$ cat src/rtl/core/assert_macros.svh
// Assertion macros shared by the RTL modules.
`ifndef ASSERT_MACROS_SVH
`define ASSERT_MACROS_SVH

`ifndef ASSERT_OFF

// Checks that cons holds in the same cycle as ante.
`define ASSERT_IMPL(label, clk, rst, ante, cons) \
   label: assert property (@(posedge clk) disable iff (rst) (ante) |-> (cons)) \
      else $error("assertion failed");

// Checks that cons holds in the cycle after ante.
`define ASSERT_NEXT(label, clk, rst, ante, cons) \
   label: assert property (@(posedge clk) disable iff (rst) (ante) |=> (cons)) \
      else $error("assertion failed");

`else

`define ASSERT_IMPL(label, clk, rst, ante, cons)
`define ASSERT_NEXT(label, clk, rst, ante, cons)

`endif

`endif

$ cat src/rtl/core/dpas_pkg.sv
package dpas_pkg;

   localparam int ADDR_WIDTH       = 48;
   localparam int TABLE_ENTRIES    = 64;
   localparam int MAX_ACCESS_BYTES = 256;

   localparam int IDX_W  = $clog2(TABLE_ENTRIES);
   localparam int CNT_W  = $clog2(TABLE_ENTRIES + 1);
   localparam int LEN_W  = $clog2(MAX_ACCESS_BYTES + 1);

   localparam int PB_W   = 5;
   localparam int LB_W   = 4;
   localparam int PB_MIN = 12;
   localparam int PB_MAX = 30;
   localparam int LB_MIN = 3;
   localparam int LB_MAX = 12;
   localparam int TAG_W  = ADDR_WIDTH - PB_MIN;
   localparam int ROOM_W = LB_MAX + 1;

   localparam int CSR_DATA_W = 64;
   localparam int CSR_ADDR_W = 5;

   // Register indexes, taken from the address bits above the 8-byte slot.
   localparam logic [1:0] REG_PAGE_BITS = 2'd0;
   localparam logic [1:0] REG_LINE_BITS = 2'd1;
   localparam logic [1:0] REG_PHYS_BASE = 2'd2;

   // Where the table index of an emitted chunk comes from.
   localparam logic [1:0] SRC_CACHE = 2'd0;
   localparam logic [1:0] SRC_SCAN  = 2'd1;
   localparam logic [1:0] SRC_ALLOC = 2'd2;

   typedef struct packed {
      logic [ADDR_WIDTH-1:0] vaddr;
      logic [LEN_W-1:0]      byte_count;
   } req_type;

   typedef struct packed {
      logic [ADDR_WIDTH-1:0] paddr;
      logic [LEN_W-1:0]      chunk_len;
      logic                  last_chunk;
      logic                  status;
   } rsp_type;

   typedef struct packed {
      logic [PB_W-1:0]       page_bits;
      logic [LB_W-1:0]       line_bits;
      logic [ADDR_WIDTH-1:0] phys_base;
   } cfg_type;

   typedef struct packed {
      logic       load;
      logic       emit;
      logic [1:0] idx_src;
      logic       err;
      logic       alloc;
      logic       scan_start;
      logic       scan_run;
   } cmd_type;

   typedef struct packed {
      logic req_nz;
      logic cache_hit;
      logic scan_hit;
      logic scan_done;
      logic table_full;
      logic last;
   } sts_type;

endpackage

$ cat src/rtl/core/demand_paged_address_splitter.sv
// An access is taken at the edge where start is high, busy is low and its byte count is
// nonzero. When its page matches the last mapping, its chunks are emitted straight from the
// chunk state. A chunk on another page scans the page table one entry per cycle from the
// table memory read port, then allocates a new entry, or is refused with status set when full.
// Chunks are strobed from an output register; busy stays high until the last is emitted.
// Reset (synchronous, active high) empties the page table at once; results cannot be stalled.
module demand_paged_address_splitter (
   input  logic                              clock,
   input  logic                              reset,
   input  logic                              start,
   output logic                              busy,
   input  dpas_pkg::req_type                 req_data,
   output logic                              rsp_strobe,
   output dpas_pkg::rsp_type                 rsp_data,
   input  logic                              psel,
   input  logic                              penable,
   input  logic                              pwrite,
   input  logic [dpas_pkg::CSR_ADDR_W-1:0]   paddr,
   input  logic [dpas_pkg::CSR_DATA_W-1:0]   pwdata,
   output logic [dpas_pkg::CSR_DATA_W-1:0]   prdata,
   output logic                              pready
);
   import dpas_pkg::*;

   cfg_type cfg;
   cmd_type cmd;
   sts_type sts;

   dpas_csr u_csr (
      .clock   (clock),
      .reset   (reset),
      .psel    (psel),
      .penable (penable),
      .pwrite  (pwrite),
      .paddr   (paddr),
      .pwdata  (pwdata),
      .prdata  (prdata),
      .pready  (pready),
      .cfg     (cfg)
   );

   dpas_ctrl u_ctrl (
      .clock (clock),
      .reset (reset),
      .start (start),
      .busy  (busy),
      .sts   (sts),
      .cmd   (cmd)
   );

   dpas_dp u_dp (
      .clock      (clock),
      .reset      (reset),
      .cfg        (cfg),
      .req_data   (req_data),
      .cmd        (cmd),
      .sts        (sts),
      .rsp_strobe (rsp_strobe),
      .rsp_data   (rsp_data)
   );

endmodule

$ cat src/rtl/core/dpas_csr.sv
module dpas_csr (
   input  logic                              clock,
   input  logic                              reset,
   input  logic                              psel,
   input  logic                              penable,
   input  logic                              pwrite,
   input  logic [dpas_pkg::CSR_ADDR_W-1:0]   paddr,
   input  logic [dpas_pkg::CSR_DATA_W-1:0]   pwdata,
   output logic [dpas_pkg::CSR_DATA_W-1:0]   prdata,
   output logic                              pready,
   output dpas_pkg::cfg_type                 cfg
);
   import dpas_pkg::*;

   logic [PB_W-1:0]       page_bits_ff, page_bits_in;
   logic [LB_W-1:0]       line_bits_ff, line_bits_in;
   logic [ADDR_WIDTH-1:0] phys_base_ff, phys_base_in;
   logic                  wr_en;
   logic [1:0]            reg_sel;
   logic [PB_W-1:0]       pb_eff;
   logic [LB_W-1:0]       lb_eff;

   assign pready  = 1'b1;
   assign wr_en   = psel && penable && pwrite;
   assign reg_sel = paddr[CSR_ADDR_W-1:3];

   always_comb begin
      page_bits_in = page_bits_ff;
      line_bits_in = line_bits_ff;
      phys_base_in = phys_base_ff;
      if (wr_en) begin
         case (reg_sel)
            REG_PAGE_BITS: page_bits_in = pwdata[PB_W-1:0];
            REG_LINE_BITS: line_bits_in = pwdata[LB_W-1:0];
            REG_PHYS_BASE: phys_base_in = pwdata[ADDR_WIDTH-1:0];
            default: ;
         endcase
      end
   end

   always_ff @(posedge clock) begin
      if (reset) begin
         page_bits_ff <= PB_W'(PB_MIN);
         line_bits_ff <= LB_W'(6);
         phys_base_ff <= '0;
      end else begin
         page_bits_ff <= page_bits_in;
         line_bits_ff <= line_bits_in;
         phys_base_ff <= phys_base_in;
      end
   end

   always_comb begin
      case (reg_sel)
         REG_PAGE_BITS: prdata = CSR_DATA_W'(page_bits_ff);
         REG_LINE_BITS: prdata = CSR_DATA_W'(line_bits_ff);
         REG_PHYS_BASE: prdata = CSR_DATA_W'(phys_base_ff);
         default:       prdata = '0;
      endcase
   end

   // Out-of-range settings are clamped; the line size can then never exceed the page size.
   always_comb begin
      if (page_bits_ff < PB_W'(PB_MIN))      pb_eff = PB_W'(PB_MIN);
      else if (page_bits_ff > PB_W'(PB_MAX)) pb_eff = PB_W'(PB_MAX);
      else                                   pb_eff = page_bits_ff;
      if (line_bits_ff < LB_W'(LB_MIN))      lb_eff = LB_W'(LB_MIN);
      else if (line_bits_ff > LB_W'(LB_MAX)) lb_eff = LB_W'(LB_MAX);
      else                                   lb_eff = line_bits_ff;
   end

   assign cfg.page_bits = pb_eff;
   assign cfg.line_bits = lb_eff;
   assign cfg.phys_base = phys_base_ff;

endmodule

$ cat src/rtl/core/dpas_ctrl.sv
`include "assert_macros.svh"

module dpas_ctrl (
   input  logic              clock,
   input  logic              reset,
   input  logic              start,
   output logic              busy,
   input  dpas_pkg::sts_type sts,
   output dpas_pkg::cmd_type cmd
);
   import dpas_pkg::*;

   localparam logic [1:0] ST_IDLE  = 2'd0;
   localparam logic [1:0] ST_CHUNK = 2'd1;
   localparam logic [1:0] ST_SCAN  = 2'd2;

   logic [1:0] state_ff, state_in;

   always_comb begin
      state_in = state_ff;
      cmd      = '0;
      case (state_ff)
         ST_IDLE: begin
            if (start && sts.req_nz) begin
               cmd.load = 1'b1;
               state_in = ST_CHUNK;
            end
         end
         ST_CHUNK: begin
            if (sts.cache_hit) begin
               cmd.emit    = 1'b1;
               cmd.idx_src = SRC_CACHE;
               if (sts.last) state_in = ST_IDLE;
            end else begin
               cmd.scan_start = 1'b1;
               state_in       = ST_SCAN;
            end
         end
         ST_SCAN: begin
            cmd.scan_run = 1'b1;
            if (sts.scan_hit) begin
               cmd.emit    = 1'b1;
               cmd.idx_src = SRC_SCAN;
               state_in    = sts.last ? ST_IDLE : ST_CHUNK;
            end else if (sts.scan_done) begin
               cmd.emit    = 1'b1;
               cmd.idx_src = SRC_ALLOC;
               cmd.err     = sts.table_full;
               cmd.alloc   = !sts.table_full;
               state_in    = sts.last ? ST_IDLE : ST_CHUNK;
            end
         end
         default: state_in = ST_IDLE;
      endcase
   end

   always_ff @(posedge clock) begin
      if (reset) state_ff <= ST_IDLE;
      else       state_ff <= state_in;
   end

   assign busy = (state_ff != ST_IDLE);

   `ASSERT_NEXT(a_last_to_idle, clock, reset, cmd.emit && sts.last, state_ff == ST_IDLE)
   `ASSERT_IMPL(a_no_alloc_when_full, clock, reset, cmd.alloc, !sts.table_full && !cmd.err)
   `ASSERT_IMPL(a_load_only_idle, clock, reset, cmd.load, !busy && !cmd.emit)

endmodule

$ cat src/rtl/core/dpas_dp.sv
`include "assert_macros.svh"

module dpas_dp (
   input  logic              clock,
   input  logic              reset,
   input  dpas_pkg::cfg_type cfg,
   input  dpas_pkg::req_type req_data,
   input  dpas_pkg::cmd_type cmd,
   output dpas_pkg::sts_type sts,
   output logic              rsp_strobe,
   output dpas_pkg::rsp_type rsp_data
);
   import dpas_pkg::*;

   logic [ADDR_WIDTH-1:0] cur_ff, cur_in;
   logic [LEN_W-1:0]      rem_ff, rem_in;
   logic [CNT_W-1:0]      cnt_ff, cnt_in;
   logic                  cache_vld_ff, cache_vld_in;
   logic [TAG_W-1:0]      cache_tag_ff, cache_tag_in;
   logic [IDX_W-1:0]      cache_idx_ff, cache_idx_in;
   logic [CNT_W-1:0]      scan_addr_ff, scan_addr_in;
   logic                  rd_vld_ff, rd_vld_in;
   logic [TAG_W-1:0]      rd_data_ff;
   logic [IDX_W-1:0]      rd_idx_ff;
   logic                  rsp_vld_ff;
   rsp_type               rsp_ff, rsp_in;

   logic [TAG_W-1:0]      tag_mem [TABLE_ENTRIES];

   logic                  rd_go;
   logic [TAG_W-1:0]      tag;
   logic [LB_MAX-1:0]     line_mask;
   logic [ROOM_W-1:0]     room;
   logic [LEN_W-1:0]      len;
   logic [ADDR_WIDTH-1:0] page_mask;
   logic [IDX_W-1:0]      idx;
   logic [ADDR_WIDTH-1:0] pa;
   logic [LEN_W-1:0]      req_len;

   // Chunk geometry for the current position.
   always_comb begin
      line_mask = LB_MAX'((ROOM_W'(1) << cfg.line_bits) - ROOM_W'(1));
      room      = (ROOM_W'(1) << cfg.line_bits) - ROOM_W'(cur_ff[LB_MAX-1:0] & line_mask);
      len       = (ROOM_W'(rem_ff) < room) ? rem_ff : room[LEN_W-1:0];
      tag       = TAG_W'(cur_ff >> cfg.page_bits);
      page_mask = (ADDR_WIDTH'(1) << cfg.page_bits) - ADDR_WIDTH'(1);
   end

   always_comb begin
      case (cmd.idx_src)
         SRC_CACHE: idx = cache_idx_ff;
         SRC_SCAN:  idx = rd_idx_ff;
         SRC_ALLOC: idx = cnt_ff[IDX_W-1:0];
         default:   idx = cache_idx_ff;
      endcase
      pa = cfg.phys_base + (ADDR_WIDTH'(idx) << cfg.page_bits) + (cur_ff & page_mask);
   end

   assign req_len = (req_data.byte_count > LEN_W'(MAX_ACCESS_BYTES)) ?
                    LEN_W'(MAX_ACCESS_BYTES) : req_data.byte_count;

   assign rd_go = cmd.scan_run && (scan_addr_ff < cnt_ff);

   always_comb begin
      cur_in       = cur_ff;
      rem_in       = rem_ff;
      cnt_in       = cnt_ff;
      cache_vld_in = cache_vld_ff;
      cache_tag_in = cache_tag_ff;
      cache_idx_in = cache_idx_ff;
      scan_addr_in = scan_addr_ff;
      rd_vld_in    = rd_vld_ff;
      rsp_in       = rsp_ff;
      if (cmd.load) begin
         cur_in = req_data.vaddr;
         rem_in = req_len;
      end
      if (cmd.scan_start) begin
         scan_addr_in = '0;
         rd_vld_in    = 1'b0;
      end else if (cmd.scan_run) begin
         rd_vld_in = rd_go;
         if (rd_go) scan_addr_in = scan_addr_ff + CNT_W'(1);
      end
      if (cmd.emit) begin
         rsp_in.paddr      = cmd.err ? '0 : pa;
         rsp_in.chunk_len  = len;
         rsp_in.last_chunk = (rem_ff == len);
         rsp_in.status     = cmd.err;
         cur_in            = cur_ff + ADDR_WIDTH'(len);
         rem_in            = rem_ff - len;
         if (!cmd.err) begin
            cache_vld_in = 1'b1;
            cache_tag_in = tag;
            cache_idx_in = idx;
         end
      end
      if (cmd.alloc) cnt_in = cnt_ff + CNT_W'(1);
   end

   always_ff @(posedge clock) begin
      if (reset) begin
         cnt_ff       <= '0;
         cache_vld_ff <= 1'b0;
         scan_addr_ff <= '0;
         rd_vld_ff    <= 1'b0;
         rsp_vld_ff   <= 1'b0;
      end else begin
         cnt_ff       <= cnt_in;
         cache_vld_ff <= cache_vld_in;
         scan_addr_ff <= scan_addr_in;
         rd_vld_ff    <= rd_vld_in;
         rsp_vld_ff   <= cmd.emit;
      end
   end

   always_ff @(posedge clock) begin
      cur_ff       <= cur_in;
      rem_ff       <= rem_in;
      cache_tag_ff <= cache_tag_in;
      cache_idx_ff <= cache_idx_in;
      rsp_ff       <= rsp_in;
   end

   // Page table: filled in index order, one write port and one registered read port.
   always_ff @(posedge clock) begin
      if (cmd.alloc) tag_mem[cnt_ff[IDX_W-1:0]] <= tag;
   end

   always_ff @(posedge clock) begin
      if (rd_go) begin
         rd_data_ff <= tag_mem[scan_addr_ff[IDX_W-1:0]];
         rd_idx_ff  <= scan_addr_ff[IDX_W-1:0];
      end
   end

   assign sts.req_nz     = (req_data.byte_count != '0);
   assign sts.cache_hit  = cache_vld_ff && (cache_tag_ff == tag);
   assign sts.scan_hit   = rd_vld_ff && (rd_data_ff == tag);
   assign sts.scan_done  = !rd_vld_ff && (scan_addr_ff == cnt_ff);
   assign sts.table_full = (cnt_ff == CNT_W'(TABLE_ENTRIES));
   assign sts.last       = (rem_ff == len);

   assign rsp_strobe = rsp_vld_ff;
   assign rsp_data   = rsp_ff;

   `ASSERT_IMPL(a_cnt_bound, clock, reset, 1'b1, cnt_ff <= CNT_W'(TABLE_ENTRIES))
   `ASSERT_IMPL(a_len_nonzero, clock, reset, rsp_vld_ff, rsp_ff.chunk_len != '0)
   `ASSERT_NEXT(a_err_full, clock, reset, cmd.emit && cmd.err, rsp_ff.paddr == '0 && sts.table_full)

endmodule

$ cat config.mk
export PLATFORM = sky130hd
export DESIGN_NAME = demand_paged_address_splitter
export DESIGN_NICKNAME = d
export VERILOG_FILES = /design/src/rtl/core/dpas_pkg.sv /design/src/rtl/core/demand_paged_address_splitter.sv /design/src/rtl/core/dpas_csr.sv /design/src/rtl/core/dpas_ctrl.sv /design/src/rtl/core/dpas_dp.sv
export VERILOG_INCLUDE_DIRS = /design/src /design/src/rtl/core
export SDC_FILE = /design/constraint.sdc
export NUM_CORES = 2
export LEC_CHECK = 0
export BUFFER_PORTS_ARGS = -buffer_cell sky130_fd_sc_hd__buf_2
export CAP_MARGIN = 25
export CORE_AREA = 2 2 425 469
export CTS_BUF_LIST = sky130_fd_sc_hd__clkbuf_4 sky130_fd_sc_hd__clkbuf_8 sky130_fd_sc_hd__clkbuf_16
export DETAILED_ROUTE_END_ITERATION = 12
export DIE_AREA = 0 0 427 471
export GPL_ROUTABILITY_DRIVEN = 0
export PLACE_DENSITY_LB_ADDON = 0.08
export SETUP_SLACK_MARGIN = 0.15
export SYNTH_ARGS = -nofsm -noshare
export SYNTH_HDL_FRONTEND = slang
export SYNTH_SLANG_ARGS = --single-unit
$ cat constraint.sdc
create_clock -name clock -period 9.18 [get_ports clock]
set_input_delay 0.459 -clock clock [delete_from_list [all_inputs] [get_ports clock]]
set_output_delay 0.459 -clock clock [all_outputs]
set_load 0.005 [all_outputs]
Word-level counts from Yosys, hierarchy flattened. Memory sizes are Yosys's and may differ from the RTL's. A register that Yosys moved wholly into a read port is not among the register bits. Cells that the tools add are included.

$add $sub $neg: 9. Equal/unequal tests: 14. Shift operators: 4. Bitwise logic cells: 3. Muxes and demuxes: 32. Order comparisons: 7. Reductions and logical operators: 21.

Operator list (count): case mux 48 bit (3 select lines) (1); adder 48 bit (2); 2-to-1 mux 48 bit (2); equality test 36 bit (2); adder 48 x 9 -> 48 bit (1); bitwise AND 48 bit (1); left shift 1 x 5 -> 48 bit (first input constant) (1); left shift 6 x 5 -> 48 bit (1); >> shifter 48 x 5 -> 36 bit (1); subtractor 48 x 2 -> 48 bit (second input constant) (1); 2-to-1 mux 9 bit (4); 2-to-1 mux 5 bit (3); adder 7 x 1 -> 7 bit (second input constant) (2); 2-to-1 mux 2 bit (7); less-than comparator 9 x 13 -> 1 bit (1); left shift 1 x 4 -> 13 bit (first input constant) (1); subtractor 13 x 12 -> 13 bit (1); bitwise AND 12 bit (1); case mux 6 bit (2 select lines) (1); subtractor 12 x 2 -> 12 bit (second input constant) (1); AND reduction 2 bit (5); equality test 9 bit (1); > comparator 9 bit (second input constant) (1); nonzero test 9 bit (1); other kinds (25) (47).

Register bits after elaboration: 240. Memory bits (writable): 2304. Word-level logic and storage cells: 109. Memories: 1. Input port bits: 132. Output and inout port bits: 126.

Memories: u_dp.tag_mem (depth 64, bits a word 36, read ports 1, clocked after Yosys merged registers in 1, write ports 1, line dpas_dp.sv:28) `logic [TAG_W-1:0] tag_mem [TABLE_ENTRIES];`.

Logic depth before layout (Yosys ltp).
Depth after elaboration: 14. Depth in mapped cells: 40. Depth with buffers taken out: 35.

Cells and area by module. Synthesis repeated with hierarchy kept, for this count alone.

Cells, all modules: 5649. Area, all modules: 109830.3 um2.

Modules (own cells, without submodules): dpas_dp (times used 1, sequential area each 75532.4 um2, cells an instance 5275, area an instance 106364.5 um2); dpas_csr (times used 1, sequential area each 1141.1 um2, cells an instance 342, area an instance 3194.3 um2); dpas_ctrl (times used 1, sequential area each 40.0 um2, cells an instance 32, area an instance 271.5 um2).

Least setup slack after synthesis. No wires, ideal clock.

Kind: reg2reg. Start: register u_csr.page_bits_ff[1]. End: register u_dp.rsp_ff (netlist bit u_dp.rsp_data[55]) (data pin). Path buffers: 4. Period minus slack after synthesis: 9944 ps. Library setup time: 266 ps. Data arrival time: 9678 ps. Cell stages (with the launch flop): 34. Slack: -764 ps. Required time: 8914 ps. Path through: dfxtp_1 -> buf_2 -> buf_4 -> or2_2 -> clkbuf_1 -> a211oi_1 -> xnor2_1 -> and4_1 -> nand4_1 -> nor4_1 -> nand3_1 -> nor4_1 -> ha_1 -> clkbuf_1 -> o21ai_1 -> nand2_1 -> o21ai_0 -> mux2i_1 -> nand2b_1 -> fa_1 -> inv_1 -> ha_1 -> a21o_1 -> a21o_1 -> a21oi_1 -> o311ai_0 -> a221o_1 -> o21ai_0 -> a31oi_1 -> a311o_1 -> and3_1 -> a221oi_1 -> xor2_1 -> nor2_1.

Longest elaborated chain between the ends: 13. Elaborated cells on any way between the ends: 20. Classes of those cells: add/sub (3); order compare (2); eq/ne (3); shift (3); mux (7); bitwise (1); reduce/logical (1).

RTL lines: from (decl) (line dpas_csr.sv:15) `logic [PB_W-1:0] page_bits_ff, page_bits_in;`; from (signal assigned) (line dpas_csr.sv:43) `page_bits_ff <= PB_W'(PB_MIN);`; from (signal assigned) (line dpas_csr.sv:47) `page_bits_ff <= page_bits_in;`; > comparator 5 bit (line dpas_csr.sv:65) `else if (page_bits_ff > PB_W'(PB_MAX)) pb_eff = PB_W'(PB_MAX);`; 2-to-1 mux 5 bit (line dpas_csr.sv:65); 2-to-1 mux 5 bit * (line dpas_csr.sv:64) `if (page_bits_ff < PB_W'(PB_MIN)) pb_eff = PB_W'(PB_MIN);`; >> shifter 48 x 5 -> 36 bit * (line dpas_dp.sv:45) `tag = TAG_W'(cur_ff >> cfg.page_bits);`; named net u_dp.tag[35] (line dpas_dp.sv:31) `logic [TAG_W-1:0] tag;`; equality test 36 bit * (line dpas_dp.sv:139) `assign sts.scan_hit = rd_vld_ff && (rd_data_ff == tag);`; logical AND 1 bit * (line dpas_dp.sv:139); 2-to-1 mux 3 bit * (line dpas_ctrl.sv:41) `if (sts.scan_hit) begin`; case mux 3 bit (2 select lines) * (line dpas_ctrl.sv:22) `case (state_ff)`; equality test 2 bit / equality test 2 x 1 -> 1 bit (equally long branches) (line dpas_dp.sv:50) `case (cmd.idx_src)`; case mux 6 bit (2 select lines) * (line dpas_dp.sv:50); named net u_dp.idx[0] (line dpas_dp.sv:36) `logic [IDX_W-1:0] idx;`; left shift 6 x 5 -> 48 bit * (line dpas_dp.sv:56) `pa = cfg.phys_base + (ADDR_WIDTH'(idx) << cfg.page_bits) + (cur_ff & page_mask);`; adder 48 bit * (2 in series) (line dpas_dp.sv:56); to (signal assigned) (line dpas_dp.sv:122) `rsp_ff <= rsp_in;`; to (decl) (line dpas_dp.sv:26) `rsp_type rsp_ff, rsp_in;`.

Mark *: on every way through the listed nets, which the timed path passes. The rest lies on a longest branch. A chain may end at the register's enable or synchronous reset.

Worst setup path in the final report.
Start: register u_csr.page_bits_ff[4]. End: register u_dp.rsp_ff (netlist bit u_dp.rsp_data[35]) (data pin).

Longest elaborated chain between the ends: 13. Elaborated cells on any way between the ends: 20. Classes of those cells: add/sub (3); order compare (2); eq/ne (3); shift (3); mux (7); bitwise (1); reduce/logical (1).

RTL lines (line): > comparator 5 bit (dpas_csr.sv:65); 2-to-1 mux 5 bit (dpas_csr.sv:65); 2-to-1 mux 5 bit * (dpas_csr.sv:64); >> shifter 48 x 5 -> 36 bit * (dpas_dp.sv:45); equality test 36 bit * (dpas_dp.sv:139); logical AND 1 bit * (dpas_dp.sv:139); 2-to-1 mux 3 bit * (dpas_ctrl.sv:41); case mux 3 bit (2 select lines) * (dpas_ctrl.sv:22); equality test 2 bit / equality test 2 x 1 -> 1 bit (equally long branches) (dpas_dp.sv:50); case mux 6 bit (2 select lines) * (dpas_dp.sv:50); named net u_dp.idx[2] (dpas_dp.sv:36); left shift 6 x 5 -> 48 bit * (dpas_dp.sv:56); adder 48 bit * (2 in series) (dpas_dp.sv:56).

Marked as above.

==> results.sh <==
export IMPL_netlist_top_cells_count="edfxtp_1, mux4_2, nand2_1, nor2_1, clkbuf_1"
export IMPL_leakage_nw=39.92
export IMPL_power_total_mw=26.71
export IMPL_dp_hpwl_mm=167.8
export IMPL_timing_fmax_ghz=0.1149
export IMPL_layout_nets=6537
export IMPL_netlist_cell_type_count=93
export IMPL_ys_seq_elements=2580
export IMPL_synth_top_area_share=0.6881
export IMPL_finalCriticalPeriod_ns=8.700
export IMPL_dpl_cell_area_um2=114800
export IMPL_portBuffers=221
export IMPL_first_pass_iters=8
export IMPL_fin_crit_sh=0.9477
export IMPL_ys_seq_area_frac=0.7020
export IMPL_cts_buffers=241
export IMPL_yosysTopAreaCell="edfxtp_1"
export IMPL_critPathMaxFanout=12
export IMPL_relSlewSlack=0.2636
export IMPL_grt_usage=0.2927
export IMPL_start_kind="flip-flop"
export IMPL_drive_gt1_frac=0.2849
export IMPL_max_cap_violations=0
export IMPL_clk_pin_slew_ns=0.06
export IMPL_placedCellCount=8491
export IMPL_wl_per_cell_um=32.48
export IMPL_critPathTopFamily="compound AO/OA/AOI/OAI gates"
export IMPL_max_vdd_ir_drop_mv=0.1613
export IMPL_grt_pass1_vias=57560
export IMPL_synthCells=5752
export IMPL_postSynth_asyncResetShare=0
export IMPL_final_cells=9075
export IMPL_tns_ns=0
export IMPL_dieArea_um2=201100
export IMPL_max_stage_delay_ns=0.56
export IMPL_clockBufferDepth=3
export IMPL_synth_edff_count=2504
export IMPL_htreeDepth=4
export IMPL_cp_required_ns=9.80
export IMPL_clock_root_buffer="clkbuf_16"
export IMPL_routed_wl_mm=294.7
export IMPL_grt_pass1_wl_mm=414.7
export IMPL_initial_core_util=0.5564
export IMPL_netlist_area_um2=109300
export IMPL_synth_area_top_cells="edfxtp_1, mux4_2, dfxtp_1"
export IMPL_dieHeight_um=471
export IMPL_grt_setup_unrepaired="yes"
export IMPL_drc=0
export IMPL_io_pins=258
export IMPL_finalHoldViolations=0
export IMPL_reg2reg_slack_ns=0.48
export IMPL_syn_area_per_cell_um2=19.00
export IMPL_first_iter_violations=7659
export IMPL_slowest_stage="a2111oi_0"
export IMPL_clkSinkCount=2580
export IMPL_clk_latency_ns=0.89
export IMPL_fin_area_um2=124100
export IMPL_hold_path_class="primary input to flip-flop"
export IMPL_endpoint_kind="flip-flop"
export IMPL_path_common_cell="o21ai_0"
export IMPL_overflow=0
export IMPL_synth_ff_type="edfxtp_1"
export IMPL_crit_buf_inv=5
export IMPL_vias=59000
export IMPL_cts_tree="done"
export IMPL_yosysMostFrequentCell="edfxtp_1"
export IMPL_power_density_nw_per_um2=215.4
export IMPL_status="finished, final reports clean"
export IMPL_syn_to_final_growth_pct=13.51
export IMPL_antenna_found_initial=25
export IMPL_yosys_warnings=0
export IMPL_grt_max_degree=142
export IMPL_setup_viol=0
export IMPL_rows=171
export IMPL_core_um2=196400
export IMPL_fill_cells=13590
export IMPL_final_util=0.6316
export IMPL_worstSetupPathType="flip-flop to flip-flop"
export IMPL_vias_per_cell=6.501
export IMPL_die_w_um=427
export IMPL_antenna_left=0
export IMPL_report_final_slew_viol_count=0
export IMPL_tightest_slew_ns=1.101
export IMPL_fin_skew_ns=0.04036
export IMPL_cp_arrival_ns=9.32
[area by class of cell]
cell class / count / area, um2 / share of cell area
clock inverters: 142 / 1250 / 0.01008
inverters: 140 / 525.5 / 0.004236
clock buffers: 308 / 6575 / 0.05300
diodes: 12 / 30.03 / 0.0002421
well taps: 2595 / 3247 / 0.02617
multi-input cells: 2741 / 31550 / 0.2544
flip-flops and latches: 2580 / 76740 / 0.6187
repair buffers: 557 / 4126 / 0.03326
[sequential cells by signal (all words and copies together) (netlist names), 2 cells and up]
| register | count |
|---|---|
| u_dp.rd_idx_ff | 6 |
| u_dp.tag_mem | 2304 |
| u_dp.cnt_ff | 7 |
| u_csr.phys_base_ff | 48 |
| u_dp.rd_data_ff | 36 |
| u_dp.cache_tag_ff | 36 |
| u_ctrl.state_ff | 2 |
| u_dp.rem_ff | 9 |
| u_csr.page_bits_ff | 5 |
| u_dp.scan_addr_ff | 7 |
| u_dp.cache_idx_ff | 6 |
| u_csr.line_bits_ff | 4 |
| u_dp.cur_ff | 48 |
| u_dp.rsp_data | 59 |
[cell usage in the layout, fill, tap and decap left out, types with 12 or more instances in the layout]
cell / instances
a211oi_1: 42
a211oi_2: 13
a21o_1: 64
a21oi_1: 149
a31oi_1: 20
and2_1: 55
and3_1: 51
buf_2: 221
buf_4: 210
bufinv_16: 18
clkbuf_16: 244
clkbuf_4: 64
clkinv_1: 58
clkinv_2: 41
conb_1: 50
dfxtp_1: 66
diode_2: 12
dlygate4sd3_1: 105
edfxtp_1: 2504
fa_1: 40
ha_1: 104
inv_1: 125
mux2_2: 12
mux2_4: 48
mux2i_1: 35
mux4_2: 759
nand2_1: 256
nand2b_1: 37
nand3_1: 63
nand4_1: 39
nor2_1: 175
nor2_4: 69
nor2b_1: 17
nor3_1: 60
o21ai_0: 99
o21bai_1: 12
o22ai_1: 15
xnor2_1: 117
xor2_1: 73
[cell families (layout without fill, tap and decap cells)]
group / Yosys count / count (layout) / synth area share
flops: 2580 / 2580 / 0.7020
buf+inv: 480 / 1147 / 0.01864
other cells: 2 / 62 / 0.00006872
mux: 857 / 857 / 0.1678
simple gates: 902 / 903 / 0.04002
fa+ha+maj: 144 / 144 / 0.01923
xor+xnor: 190 / 190 / 0.01523
compound gates: 597 / 597 / 0.03708
[metrics by stage]
stage,setup slack (ns),hold slack [ns]
after floorplan,0.1897,0.4315
after global placement,-0.04204,0.4546
after detailed placement,-0.1529,0.4611
after CTS,0.2372,0.04523
after global routing,0.09294,0.1087
final,0.4804,0.1102
[where the power goes]
part / switching (mW) / leakage [nW] / internal, mW
registers: 0.177 / 23.2 / 13.8
logic: 2.03 / 12.8 / 0.853
clock network: 4.31 / 3.91 / 5.56
[path summary, 6_finish.rpt]
check,depth (start not counted),from,end
min,2,reset,u_csr.phys_base_ff[22]
max,35,u_csr.page_bits_ff[4],u_dp.rsp_data[35]
max reg2reg,35,u_csr.page_bits_ff[4],u_dp.rsp_data[35]
min reg2reg,2,u_csr.phys_base_ff[35],u_csr.phys_base_ff[35]
[what timing repair did]
action | 4_1_cts | 5_1_grt
setup endpoints to repair | 13 | 18
endpoints found under the hold margin | 114 | 0
resized for setup | 2 | 32
cloned | 0 | 2
hold buffers | 105 | 0
buffers inserted | 0 | 9
pin swaps | 0 | 7
[routing by layer]
| metal | wire length (um) | track usage |
|---|---|---|
| met5 | 131 | 0 |
| met4 | 13520 | 0.1180 |
| met3 | 25340 | 0.05187 |
| met2 | 142500 | 0.4690 |
| met1 | 113200 | 0.4024 |
No activity file was read; power rests on OpenSTA's default activity.
